`src/rtl/core/btff_pkg.sv`:
```
`default_nettype none

package btff_pkg;

  localparam int HEAP_WORDS   = 4096;
  localparam int ADDR_W       = $clog2(HEAP_WORDS);
  localparam int SIZE_W       = ADDR_W + 1;
  localparam int TAG_W        = SIZE_W + 1;
  localparam int REQ_W        = 14;
  localparam int CFG_W        = 13;
  localparam int TAG_OVERHEAD = 2;
  localparam int MIN_HEAP     = 4;

  typedef logic [ADDR_W-1:0] addr_t;
  typedef logic [SIZE_W-1:0] size_t;
  typedef logic [TAG_W-1:0]  tag_t;
  typedef logic [REQ_W-1:0]  req_t;
  typedef logic [CFG_W-1:0]  cfg_t;

  localparam logic CMD_ALLOC    = 1'b0;
  localparam logic CMD_FREE     = 1'b1;
  localparam logic STATUS_OK    = 1'b0;
  localparam logic STATUS_NOFIT = 1'b1;

  // datapath operations issued by the controller
  typedef enum logic [4:0] {
    DP_NOP,
    DP_CLR_STEP,
    DP_LOAD,
    DP_A_READ,
    DP_A_CHK,
    DP_A_WF,
    DP_A_RH,
    DP_A_RF,
    DP_F_READ,
    DP_F_CHK,
    DP_F_WF,
    DP_F_NREAD,
    DP_F_NCHK,
    DP_F_NWH,
    DP_F_NWF,
    DP_F_PREAD,
    DP_F_PCHK,
    DP_F_HREAD,
    DP_F_PWH,
    DP_F_PWF,
    DP_RESULT
  } dp_op_t;

  typedef enum logic [4:0] {
    ST_CLEAR,
    ST_IDLE,
    ST_START,
    ST_A_RD,
    ST_A_CHK,
    ST_A_WF,
    ST_A_RH,
    ST_A_RF,
    ST_F_TEST,
    ST_F_CHK,
    ST_F_WF,
    ST_F_NRD,
    ST_F_NCHK,
    ST_F_NWH,
    ST_F_NWF,
    ST_F_PRD,
    ST_F_PCHK,
    ST_F_HRD,
    ST_F_HCHK,
    ST_F_PWF,
    ST_FINISH
  } state_t;

  typedef struct packed {
    dp_op_t op;
    logic   cfg_wr;
  } dp_cmd_t;

  typedef struct packed {
    logic clr_done;
    logic is_free;
    logic p_in;
    logic a_bad;
    logic a_fit;
    logic a_split;
    logic f_in;
    logic f_ok;
    logic n_in;
    logic n_ok;
    logic at_zero;
    logic p_ok;
    logic ph_free;
  } dp_sts_t;

endpackage

`default_nettype wire

```
`src/rtl/core/btff_ctrl.sv`:
```
`default_nettype none

module btff_ctrl (
  input  wire               clk,
  input  wire               rst_n,
  input  wire               in_valid,
  output logic              in_ready,
  output logic              out_valid,
  input  wire               out_ready,
  input  wire               cfg_valid,
  input  wire btff_pkg::dp_sts_t sts,
  output btff_pkg::dp_cmd_t cmd
);
  import btff_pkg::*;

  state_t state_r, state_nxt;
  logic   out_valid_r, out_valid_nxt;

  always_ff @(posedge clk) begin
    if (!rst_n) begin
      state_r     <= ST_CLEAR;
      out_valid_r <= 1'b0;
    end else begin
      state_r     <= state_nxt;
      out_valid_r <= out_valid_nxt;
    end
  end

  always_comb begin
    state_nxt  = state_r;
    cmd.op     = DP_NOP;
    cmd.cfg_wr = cfg_valid;
    in_ready   = 1'b0;
    unique case (state_r)
      ST_CLEAR: begin
        cmd.op = DP_CLR_STEP;
        if (sts.clr_done) state_nxt = ST_IDLE;
      end
      ST_IDLE: begin
        in_ready = !cfg_valid;
        if (in_valid && !cfg_valid) begin
          cmd.op    = DP_LOAD;
          state_nxt = ST_START;
        end
      end
      ST_START: state_nxt = sts.is_free ? ST_F_TEST : ST_A_RD;
      // allocate walk
      ST_A_RD: begin
        cmd.op    = DP_A_READ;
        state_nxt = sts.p_in ? ST_A_CHK : ST_FINISH;
      end
      ST_A_CHK: begin
        cmd.op = DP_A_CHK;
        priority if (sts.a_bad) state_nxt = ST_FINISH;
        else if (sts.a_fit)     state_nxt = ST_A_WF;
        else                    state_nxt = ST_A_RD;
      end
      ST_A_WF: begin
        cmd.op    = DP_A_WF;
        state_nxt = sts.a_split ? ST_A_RH : ST_FINISH;
      end
      ST_A_RH: begin
        cmd.op    = DP_A_RH;
        state_nxt = ST_A_RF;
      end
      ST_A_RF: begin
        cmd.op    = DP_A_RF;
        state_nxt = ST_FINISH;
      end
      // free and coalesce
      ST_F_TEST: begin
        cmd.op    = DP_F_READ;
        state_nxt = sts.f_in ? ST_F_CHK : ST_FINISH;
      end
      ST_F_CHK: begin
        cmd.op    = DP_F_CHK;
        state_nxt = sts.f_ok ? ST_F_WF : ST_FINISH;
      end
      ST_F_WF: begin
        cmd.op    = DP_F_WF;
        state_nxt = sts.n_in ? ST_F_NRD : ST_F_PRD;
      end
      ST_F_NRD: begin
        cmd.op    = DP_F_NREAD;
        state_nxt = ST_F_NCHK;
      end
      ST_F_NCHK: begin
        cmd.op    = DP_F_NCHK;
        state_nxt = sts.n_ok ? ST_F_NWH : ST_F_PRD;
      end
      ST_F_NWH: begin
        cmd.op    = DP_F_NWH;
        state_nxt = ST_F_NWF;
      end
      ST_F_NWF: begin
        cmd.op    = DP_F_NWF;
        state_nxt = ST_F_PRD;
      end
      ST_F_PRD: begin
        cmd.op    = DP_F_PREAD;
        state_nxt = sts.at_zero ? ST_FINISH : ST_F_PCHK;
      end
      ST_F_PCHK: begin
        cmd.op    = DP_F_PCHK;
        state_nxt = sts.p_ok ? ST_F_HRD : ST_FINISH;
      end
      ST_F_HRD: begin
        cmd.op    = DP_F_HREAD;
        state_nxt = ST_F_HCHK;
      end
      ST_F_HCHK: begin
        cmd.op    = DP_F_PWH;
        state_nxt = sts.ph_free ? ST_F_PWF : ST_FINISH;
      end
      ST_F_PWF: begin
        cmd.op    = DP_F_PWF;
        state_nxt = ST_FINISH;
      end
      ST_FINISH: begin
        if (!out_valid_r || out_ready) begin
          cmd.op    = DP_RESULT;
          state_nxt = ST_IDLE;
        end
      end
      default: state_nxt = ST_CLEAR;
    endcase
    // new arena size restarts the clearing pass
    if (cfg_valid) begin
      cmd.op    = DP_NOP;
      state_nxt = ST_CLEAR;
    end
    out_valid_nxt = (out_valid_r && !out_ready) || (cmd.op == DP_RESULT);
  end

  assign out_valid = out_valid_r;

endmodule

`default_nettype wire

```
`config.mk`:
```
export PLATFORM = sky130hd
export DESIGN_NAME = btff_ctrl
export DESIGN_NICKNAME = d
export VERILOG_FILES = /design/src/rtl/core/btff_pkg.sv /design/src/rtl/core/btff_ctrl.sv
export SDC_FILE = /design/constraint.sdc
export NUM_CORES = 1
export LEC_CHECK = 0
export ABC_AREA = 1
export BUFFER_PORTS_ARGS = -buffer_cell sky130_fd_sc_hd__buf_4
export CAP_MARGIN = 20
export CORE_MARGIN = 2
export CORE_UTILIZATION = 45
export DETAILED_ROUTE_END_ITERATION = 8
export PLACE_DENSITY = 0.71
export SETUP_SLACK_MARGIN = 0.5
export SYNTH_ARGS = -nofsm -noshare
export SYNTH_HDL_FRONTEND = slang
export SYNTH_SLANG_ARGS = --single-unit
```
`constraint.sdc`:
```
create_clock -name clk -period 1.7 [get_ports clk]
set_input_delay 0.34 -clock clk [delete_from_list [all_inputs] [get_ports clk]]
set_output_delay 0.34 -clock clk [all_outputs]
set_load 0.05 [all_outputs]
```
==> results.py, run 1 <==
metrics = {
    "die": {
        "ios": 26,
        "die_w_um": 48.21,
        "die_h_um": 48.21,
        "core.rowCount": 15,
        "initial_utilization_pct": 49.33,
    },
    "place": {
        "placed_area_um2": 1350,
        "io_buffers": 25,
        "place_hpwl_mm": 2.640,
        "gp_congestion": 0.9783,
    },
    "clocking": {
        "cts_hold_buf": 0,
        "numCtsBuffers": 3,
        "cts_buffer_depth": 2,
        "htreeDepth": 1,
        "clock_tree.root_cell": "clkbuf_4",
        "clock-sinks": 6,
    },
    "yosys": {
        "ys_warn_count": 0,
        "yosys_register_bits": 6,
        "synth_cells": 174,
        "yosysSeqAreaShare_pct": 13.66,
        "syn-num-nets": 192,
        "netlist_area_um2": 879.6,
        "avgSynthCellArea_um2": 5.055,
        "ys_types": 23,
    },
    "timing": {
        "postGrtWorstEndpoint": "cmd[2]",
        "worst_path_end_type": "top-level output",
    },
    "outcome": {
        "lastStage": "5_1_grt",
        "status": "stopped before the end",
        "firstError": "[ERROR DPL-0038] Utilization greater than 100%, impossible to legalize",
    },
    "grt": {
        "grt_start_max_net_pins": 9,
    },
}
## stage by stage
| stage | hold WS (ps) | setup WS (ps) | setup TNS, ps | std cells |
|---|---|---|---|---|
| 2_1_floorplan | 462.0 | 141.4 | 0 | 174 |
| 3_3_place_gp | 570.1 | -46.07 | -87.45 | 245 |
| 3_5_place_dp | 586.5 | -68.89 | -184.2 | 245 |
| 4_1_cts | 341.0 | -172.4 | -753.4 | 261 |
## synthesized netlist by cell type
cell type	count	area share, %
nand2_1	44	19
nor2_1	40	17
inv_1	23	9.8
nand3_1	19	11
nand4_1	7	5.0
dfxtp_1	6	14
inv_2	5	2.1
o21ai_0	5	2.8
a21oi_1	4	2.3
nor2_2	4	2.8
nor2_4	3	3.8
o21ai_1	2	1.1
o22ai_1	2	1.4
a31oi_1	1	0.71
a41oi_1	1	1.0
buf_2	1	0.57
buf_4	1	0.85
buf_6	1	1.3
nand2_2	1	0.71
nor3_1	1	0.57
o2111ai_1	1	1.0
o21a_1	1	0.85
o31ai_1	1	0.85
## cell families after synthesis
family / share of synthesized area, %
buf+inv: 14.65
simple gates: 59.60
compound gates: 12.09
flops: 13.66
## repair_timing
action	4_1_cts
gates resized for setup	56
setup endpoints to repair	12
setup buffers	12
pin swaps	16
hold endpoints to repair	0
==> inputs of run 2 (changes only) <==
Settings changed: CORE_AREA set to 2 2 63 65, CORE_MARGIN 2 to unset, CORE_UTILIZATION 45 to unset, DIE_AREA set to 0 0 65 67, PLACE_DENSITY 0.71 to unset, PLACE_DENSITY_LB_ADDON set to 0.15, SETUP_SLACK_MARGIN 0.5 to unset.
==> run 2 against run 1 <==
Synthesized cell count is the same. Synthesized area stayed put. The flow now finishes, with violations (negative setup slack).
==> results.py, run 2 <==
metrics = {
    "outcome": {
        "status": "finished, violations left",
        "violations": "negative setup slack",
    },
    "grt": {
        "grt_pass1_wl_mm": 5.913,
        "grt_usage_pct": 18.04,
        "first_global_vias": 1260,
        "grt-ovfl-total": 0,
        "grt_start_max_net_pins": 9,
        "grt_antenna_before_repair": 0,
    },
    "yosys": {
        "ys_types": 23,
        "synth-main-ff-cell": "dfxtp_1",
        "yosysTopAreaCellShare_pct": 18.78,
        "ys_warn_count": 0,
        "synth-edff-count": 0,
        "netlist_area_um2": 879.6,
        "syn-num-nets": 192,
        "avgSynthCellArea_um2": 5.055,
        "synth.most_common_cell": "nand2_1",
        "synth_commonest_cells": "nand2_1, nor2_1, inv_1",
        "yosys_register_bits": 6,
        "ys_async_sr_fraction_pct": 0,
        "synth.largest_area_cell": "nand2_1",
        "yosysSeqAreaShare_pct": 13.66,
        "synth_area_leaders": "nand2_1, nor2_1, dfxtp_1",
        "synth_cells": 174,
    },
    "timing": {
        "slew_headroom_pct": 81.49,
        "fin_ws_ps": -163.2,
        "rsz0062_at_grt": "true",
        "worstMarginPinSlew_ps": 276.6,
        "fin_skew_ps": 5.132,
        "period_needed_ps": 1863,
        "period_share_pct": 109.6,
        "slew_viol_final": 0,
        "setup_tns_ps": -600.9,
        "fmax_mhz": 536.7,
        "setup_violations": 5,
        "final_hold_viol_count": 0,
    },
    "worst_setup_path": {
        "crit_type": "register to primary output",
        "reg2reg_from": "state_r[1]$_SDFFE_PP0P_",
        "critPathLaunch": "state_r[1]$_SDFFE_PP0P_",
        "cp_max_fo": 5,
        "endpoint_kind": "primary output",
        "arrival_ps": 1520,
        "cp.required_ps": 1360,
        "start_kind": "register",
    },
    "clocking": {
        "cts_tree": "yes",
        "htreeDepth": 1,
        "clock-sinks": 6,
        "numCtsBuffers": 3,
        "cts_buffer_depth": 2,
        "cts_hold_buf": 0,
        "clkLatencyLatePin_ps": 220,
        "path_clk_slew_ps": 40,
        "clock_tree.root_cell": "clkbuf_8",
    },
    "place": {
        "gp_congestion": 0.8503,
        "place_hpwl_mm": 2.958,
        "io_buffers": 25,
    },
    "min_path": {
        "hold_path_class": "input pin to register",
        "hold_start": "rst_n",
    },
    "die": {
        "ios": 26,
        "die_h_um": 67,
        "initial_utilization_pct": 24.39,
        "die_w_um": 65,
        "die-area_um2": 4355,
        "core.rowCount": 22,
        "core_area_um2": 3606,
    },
    "layout": {
        "largest_register": "state_r",
        "syn_to_final_growth_pct": 95.87,
        "most-common-layout-cells": "buf_4, nand2_1, nor2_1, inv_1, nand3_1",
        "nNetsFinal": 268,
        "largest_reg_flops": 5,
        "layout_commonest_cell": "buf_4",
        "antenna_cells": 0,
        "drive_gt1_share_pct": 51.21,
    },
    "route": {
        "drtIter0Drc": 80,
        "post_drt_wl_per_cell_um": 12.59,
        "drc": 0,
        "ant_nets": 0,
        "viasPerCell": 4.476,
        "wl_mm": 3.726,
        "num_vias": 1325,
        "first_pass_iters": 4,
    },
    "power_and_ir_drop": {
        "p_per_area_nw_per_um2": 308.7,
        "power_uw": 531.8,
        "p_leak_nw": 0.9015,
        "ir_drop_mv": 0.2876,
    },
    "job": {
        "drv_cap": 0,
    },
}
[run 2: cell counts after synthesis]
Identical to the previous run, type by type.
[run 2: power by group]
| group | switching (mW) | leakage, nW | internal, mW |
|---|---|---|---|
| clock | 0.0595 | 0.0216 | 0.152 |
| sequential | 0.00503 | 0.0521 | 0.139 |
| combinational | 0.0873 | 0.828 | 0.0887 |
| total | 0.152 | 0.902 | 0.380 |
[run 2: final cells by class]
cell class / count / area (um^2)
fillers: 394 / 1883
multi-input cells: 137 / 775.7
repair buffers: 74 / 596.8
flip-flops and latches: 6 / 136.4
inverters: 28 / 112.6
well taps: 48 / 60.06
clock buffers: 3 / 41.29
[run 2: critical path: stages, from the launching register on]
cell and delay, ps:
dfxtp_4 360, buf_6 130, nor2_4 130, nand2_2 80, buf_6 130, nor2_4 70
nor2_2 50, a31oi_2 170, buf_6 180
[run 2: path summary, 6_finish.rpt]
check	to	slack, ps	depth (start not counted)
setup / recovery	cmd[3]	-160	8
hold / removal	out_valid$_SDFF_PN0_	370	3
setup reg to reg	state_r[1]$_SDFFE_PP0P_	90	12
hold reg to reg	out_valid$_SDFF_PN0_	690	5
[run 2: per-stage QoR]
step                hold slack, ps  std cells  cell area, um^2  setup slack [ps]  utilization, %
floorplan                    471.8        174            918.4            -97.40               -
global placement             595.8        283             1435            -165.4           39.80
detailed placement           600.7        283             1435            -152.6           39.80
CTS                          371.5        291             1632            -131.9           45.25
global route                 368.4        296             1723            -215.9           47.78
finish                       371.7        296             1723            -163.2           47.78
[run 2: repair_timing]
action	CTS	global route
gates resized for setup	38	18
endpoints found under the setup margin	7	7
setup buffers	5	5
pin swaps	9	8
[run 2: logic make-up (layout without fill, tap and decap cells)]
logic type	Yosys count	in the layout	synth area share [%]
flops	6	6	13.66
simple gates	119	119	59.60
buf+inv	31	105	14.65
compound gates	18	18	12.09
[run 2: metal layers]
| layer | GRT usage (%) | share of wire [%] | vias to the layer above | routed length (um) |
|---|---|---|---|---|
| met2 | 31.57 | 49 | 36 | 1814 |
| met5 | 0 | 0 | - | 0 |
| met4 | 4.521 | 1.1 | 0 | 40 |
| met1 | 23.22 | 45 | 577 | 1679 |
| met3 | 2.365 | 5.1 | 5 | 191 |
| li1 | - | - | 707 | - |
Power figures use the tool's default switching activity.
==> inputs of run 3 (changes only) <==
Settings changed: PLACE_DENSITY set to 0.48, PLACE_DENSITY_LB_ADDON 0.15 to unset, RECOVER_POWER set to 50.
==> run 3 against run 2 <==
The flow still finishes with violations (negative setup slack). Clock power hardly changed. Cell count is 0.34% higher. Non-clock buffer count is 1 higher. Sequential cell count stayed put. Sequential power hardly changed. Core utilization is 2.5 points higher. Cell area is 5.2% higher. Power is 0.20% higher. Combinational power hardly changed. Worst setup slack better by 19 ps. First-iteration DRC count is 39% lower. Largest cell class unchanged.
==> results.py, run 3 (synthesized netlist as in run 2, its figures left out) <==
metrics = {
    "power_and_ir_drop": {
        "p_leak_nw": 0.9361,
        "p_per_area_nw_per_um2": 293.9,
        "power_uw": 532.9,
        "ir_drop_mv": 0.1642,
    },
    "route": {
        "num_vias": 1399,
        "drtIter0Drc": 49,
        "ant_nets": 0,
        "drc": 0,
        "wl_mm": 3.885,
        "post_drt_wl_per_cell_um": 13.08,
        "viasPerCell": 4.710,
        "first_pass_iters": 4,
    },
    "place": {
        "io_buffers": 25,
        "gp_congestion": 0.9699,
        "place_ws_ps": -113.0,
        "place_hpwl_mm": 2.888,
        "place_inst": 282,
        "placed_area_um2": 1440,
    },
    "worst_setup_path": {
        "worst_path_largest_cell_delay_ps": 370,
        "arrival_ps": 1500,
        "cp_top_family": "simple AND/OR/NAND/NOR gates",
        "crit_type": "register to primary output",
        "slowest_stage": "dfxtp_4",
        "critPathBufInv": 2,
        "cp.required_ps": 1360,
        "start_kind": "register",
        "cp_max_fo": 4,
        "worstPathCellList": "buf_6 -> nand2_4 -> nor2_1 -> nor2_1 -> nand4_1 -> o21a_2 -> buf_6",
        "endpoint_kind": "primary output",
    },
    "min_path": {
        "hold_path_class": "input pin to register",
    },
    "grt": {
        "grt-ovfl-total": 0,
        "first_global_vias": 1368,
        "grt_start_max_net_pins": 8,
        "grt_pass1_wl_mm": 6.437,
        "grt_usage_pct": 19.22,
        "grt_antenna_before_repair": 0,
    },
    "timing": {
        "slew_viol_final": 0,
        "fmax_mhz": 542.1,
        "fin_skew_ps": 1.296,
        "setup_tns_ps": -546.5,
        "period_share_pct": 108.5,
        "hold-worst-slack_ps": 370.4,
        "slew_headroom_pct": 60.81,
        "final_hold_viol_count": 0,
        "setup_violations": 8,
        "rsz0062_at_grt": "true",
        "period_needed_ps": 1845,
        "worstMarginPinSlew_ps": 590.3,
        "fin_ws_ps": -144.6,
    },
    "layout": {
        "syn_to_final_growth_pct": 106.1,
        "antenna_cells": 0,
        "design_area_um2": 1813,
        "layout.cells.non_filler": 297,
        "largest_register": "state_r",
        "largest_reg_flops": 5,
        "drive_gt1_share_pct": 53.82,
        "nNetsFinal": 269,
        "most-common-layout-cells": "buf_4, nand2_1, nor2_1, inv_1, nand3_1",
        "layout_commonest_cell": "buf_4",
        "fin_util_pct": 50.28,
    },
    "clocking": {
        "numCtsBuffers": 3,
        "htreeDepth": 1,
        "cts_tree": "yes",
        "clkLatencyLatePin_ps": 220,
        "path_clk_slew_ps": 40,
        "clock-sinks": 6,
        "cts_buffer_depth": 2,
        "clock_tree.root_cell": "clkbuf_8",
    },
    "die": {
        "die_h_um": 67,
        "initial_utilization_pct": 24.39,
        "ios": 26,
        "core.rowCount": 22,
        "die_w_um": 65,
        "core_area_um2": 3606,
        "die-area_um2": 4355,
    },
    "outcome": {
        "violations": "negative setup slack",
        "status": "finished, violations left",
    },
    "job": {
        "drv_cap": 0,
    },
}
## run 3: cell types whose count changed in the layout (fill, tap and decap cells not counted), sizes merged
cell | before | now
clkbuf | 3 | 5
buf | 74 | 73
## run 3: what timing repair did
| item | in CTS | in global routing |
|---|---|---|
| pin swaps | 13 | 7 |
| endpoints found under the hold margin | 0 | 0 |
| setup endpoints to repair | 6 | 8 |
| buffers inserted | 11 | 1 |
| cloned | 0 | 0 |
| gates resized for setup | 58 | 16 |
| hold buffers | 0 | 0 |
## run 3: path summary, 6_finish.rpt
path | endpoint | slack, ps | depth (start not counted) | startpoint
worst max-delay path | cmd[2] | -140 | 7 | state_r[2]$_SDFFE_PP0P_
worst min-delay path | out_valid$_SDFF_PN0_ | 370 | 3 | rst_n
worst max register to register | state_r[2]$_SDFFE_PP0P_ | -40 | 14 | state_r[1]$_SDFFE_PP0P_
worst min register to register | out_valid$_SDFF_PN0_ | 690 | 5 | out_valid$_SDFF_PN0_
## run 3: tightest hold or removal path: stages
cell and delay, ps:
buf_4 70, inv_1 40, a21oi_1 100
## run 3: routing by layer
metal | wire, um | global-route usage, % | vias up
met5 | 0 | 0 | -
met4 | 59 | 5.319 | 0
met3 | 201 | 0.8446 | 8
met2 | 1921 | 34.41 | 54
met1 | 1703 | 24.97 | 622
li1 | - | - | 715
## run 3: final cells by class
cell class	instances	area, um^2
clock buffers	3	41.29
fillers	381	1793
inverters	28	110.1
multi-input cells	137	855.8
flip-flops and latches	6	136.4
well taps	48	60.06
repair buffers	75	609.3
## run 3: where the power goes
| part | internal, mW | leakage (nW) | switching, mW |
|---|---|---|---|
| registers | 0.139 | 0.0521 | 0.00741 |
| logic | 0.0819 | 0.862 | 0.0908 |
| clock network | 0.152 | 0.0216 | 0.0614 |
| total | 0.373 | 0.936 | 0.160 |
==> inputs of run 4 (changes only) <==
Settings changed: ABC_AREA 1 to unset, PLACE_DENSITY 0.48 to 0.47.
==> run 4 against run 3 <==
The flow still finishes with violations (negative setup slack). Die area is the same. Sequential cell count unchanged. Register-to-register slack gained 100 ps. Wire length shrank 20%. Clock-buffer cell count unchanged. Critical path type unchanged. Highest routed layer unchanged.
==> results.py, run 4 <==
metrics = {
    "worst_setup_path": {
        "arrival_ps": 1550,
        "endpoint_kind": "primary output",
        "crit_type": "register to primary output",
        "cp_max_fo": 4,
        "cp.required_ps": 1360,
        "critPathLaunch": "state_r[2]$_SDFFE_PP0P_",
        "timing.critical_path.to": "in_ready",
        "reg2reg_from": "state_r[2]$_SDFFE_PP0P_",
        "start_kind": "register",
        "regToRegSetupSlack_ps": 60,
        "timing.rr.end": "state_r[0]$_SDFFE_PP0P_",
        "r2r_cells": 5,
    },
    "yosys": {
        "ys_types": 42,
        "synth_cells": 124,
        "ys_async_sr_fraction_pct": 0,
        "yosysTopAreaCellShare_pct": 14.20,
        "synth-edff-count": 0,
        "syn-num-nets": 142,
        "synthAdderAreaFrac_pct": 0,
        "synth_top_family_by_area": "simple AND/OR/NAND/NOR gates",
        "yosysSeqAreaShare_pct": 14.20,
        "synth.largest_area_cell": "dfxtp_1",
        "netlist_area_um2": 845.8,
        "ys_warn_count": 0,
        "synth_commonest_cells": "a21oi_1, nor2_1, nand2_1, nand2b_1, o21ai_0",
        "muxShareOfSynthArea_pct": 1.183,
        "synthXorXnorAreaFrac_pct": 0,
        "synth-compound-area-share_pct": 36.98,
        "yosys_register_bits": 6,
        "synthSimpleGateAreaFrac_pct": 36.98,
        "avgSynthCellArea_um2": 6.821,
        "synth.most_common_cell": "a21oi_1",
        "synth_area_leaders": "dfxtp_1, a21oi_1, nand2b_1",
        "synth-main-ff-cell": "dfxtp_1",
    },
    "layout": {
        "layout_commonest_cell": "buf_4",
        "largest_register": "state_r",
        "nNetsFinal": 188,
        "drive_gt1_share_pct": 51.79,
        "design_area_um2": 1464,
        "largest_reg_flops": 5,
        "fin_util_pct": 40.60,
        "syn_to_final_growth_pct": 73.08,
        "antenna_cells": 0,
        "most-common-layout-cells": "buf_4, a21oi_1, buf_6, nand2_1, nand2b_1",
    },
    "die": {
        "initial_utilization_pct": 23.46,
        "die_h_um": 67,
        "die-area_um2": 4355,
        "die_w_um": 65,
        "core.rowCount": 22,
        "core_area_um2": 3606,
        "ios": 26,
    },
    "clocking": {
        "htreeDepth": 1,
        "numCtsBuffers": 3,
        "clkLatencyLatePin_ps": 230,
        "clock_tree.root_cell": "clkbuf_8",
        "cts_buffer_depth": 2,
        "clock-sinks": 6,
        "path_clk_slew_ps": 40,
        "cts_tree": "yes",
    },
    "timing": {
        "period_needed_ps": 1888,
        "rsz0062_at_grt": "true",
        "hold-worst-slack_ps": 358.6,
        "setup_tns_ps": -607.9,
        "fmax_mhz": 529.7,
        "fin_skew_ps": 4.674,
        "slew_viol_final": 0,
        "worstMarginPinSlew_ps": 592.0,
        "slew_headroom_pct": 60.70,
        "final_hold_viol_count": 0,
        "setup_violations": 5,
        "fin_ws_ps": -187.8,
        "period_share_pct": 111.0,
    },
    "power_and_ir_drop": {
        "ir_drop_mv": 0.1620,
        "p_leak_nw": 0.5381,
        "p_per_area_nw_per_um2": 380.0,
    },
    "place": {
        "gp_congestion": 0.8610,
        "place_hpwl_mm": 2.435,
        "place_ws_ps": -34.94,
        "io_buffers": 25,
        "placed_area_um2": 1282,
    },
    "outcome": {
        "status": "finished, violations left",
        "violations": "negative setup slack",
    },
    "route": {
        "num_vias": 1103,
        "met1_length_mm": 1.461,
        "drtIter0Drc": 53,
        "viasPerCell": 5.106,
        "wl_mm": 3.109,
        "post_drt_wl_per_cell_um": 14.39,
        "wl_met2_mm": 1.465,
        "drc": 0,
        "ant_nets": 0,
        "dr_wl_met3_um": 118,
        "first_pass_iters": 4,
        "dr.max_layer_used": "met4",
    },
    "grt": {
        "grt_start_max_net_pins": 11,
        "first_global_vias": 1106,
        "grt_pass1_wl_mm": 5.285,
        "grt_usage_pct": 15.70,
        "grt_antenna_before_repair": 0,
        "grt-ovfl-total": 0,
    },
    "min_path": {
        "hold_start": "rst_n",
        "hold_path_class": "input pin to register",
    },
    "job": {
        "drv_cap": 0,
    },
}
-- run 4: cell count changes after synthesis, moves of 5 or more --
cell / delta
nand2_1: -35
nor2_1: -29
inv_1: -19
nand3_1: -18
a21oi_1: +10
nand2b_1: +9
nand4_1: -7
buf_2: +5
-- run 4: routing by layer --
| layer | up-vias | track usage, % |
|---|---|---|
| met2 | 27 | 25.26 |
| li1 | 552 | - |
| met4 | 0 | 8.511 |
| met3 | 7 | 1.858 |
| met1 | 517 | 20.34 |
| met5 | - | 0 |
-- run 4: cell type report --
class	count	area [um^2]
fillers	376	2142
multi-input cells	100	762.0
repair buffers	54	447.9
flip-flops and latches	6	133.9
well taps	48	60.06
clock buffers	3	41.29
inverters	5	18.77
-- run 4: what timing repair did --
action / 4_1_cts / 5_1_grt
hold buffers: 0 / 0
setup endpoints to repair: 7 / 8
pin swaps: 4 / 4
gates resized for setup: 30 / 10
setup buffers: 0 / 2
-- run 4: worst min-delay path by stage --
stage / endpoint / slack [ps] / cells after the start
floorplan: out_valid$_SDFF_PN0_ / 460 / 1
global placement: out_valid$_SDFF_PN0_ / 580 / 2
global route: out_valid$_SDFF_PN0_ / 380 / 2
CTS: out_valid$_SDFF_PN0_ / 350 / 2
detailed placement: out_valid$_SDFF_PN0_ / 590 / 2
finish: out_valid$_SDFF_PN0_ / 360 / 2
-- run 4: per-stage QoR --
step	power, mW	cells
6_report	0.5562	216
5_1_grt	0.5802	216
4_1_cts	0.5530	214
3_5_place_dp	0.3114	211
3_3_place_gp	0.3118	211
2_1_floorplan	0.2382	124
-- run 4: logic make-up after synthesis --
| kind of cell | Yosys count |
|---|---|
| simple gates | 54 |
| flops | 6 |
| mux | 1 |
| buf+inv | 18 |
| compound gates | 45 |
-- run 4: power breakdown --
part	switching, mW	total (mW)	internal, mW
logic	0.0906	0.178	0.0877
registers	0.00491	0.145	0.140
clock network	0.0789	0.233	0.154
-- run 4: worst max-delay path, cell delays in order, from the launching register on --
cell and delay (ps):
dfxtp_2 340, buf_6 120, or4_4 550, nor3_4 140, buf_6 180
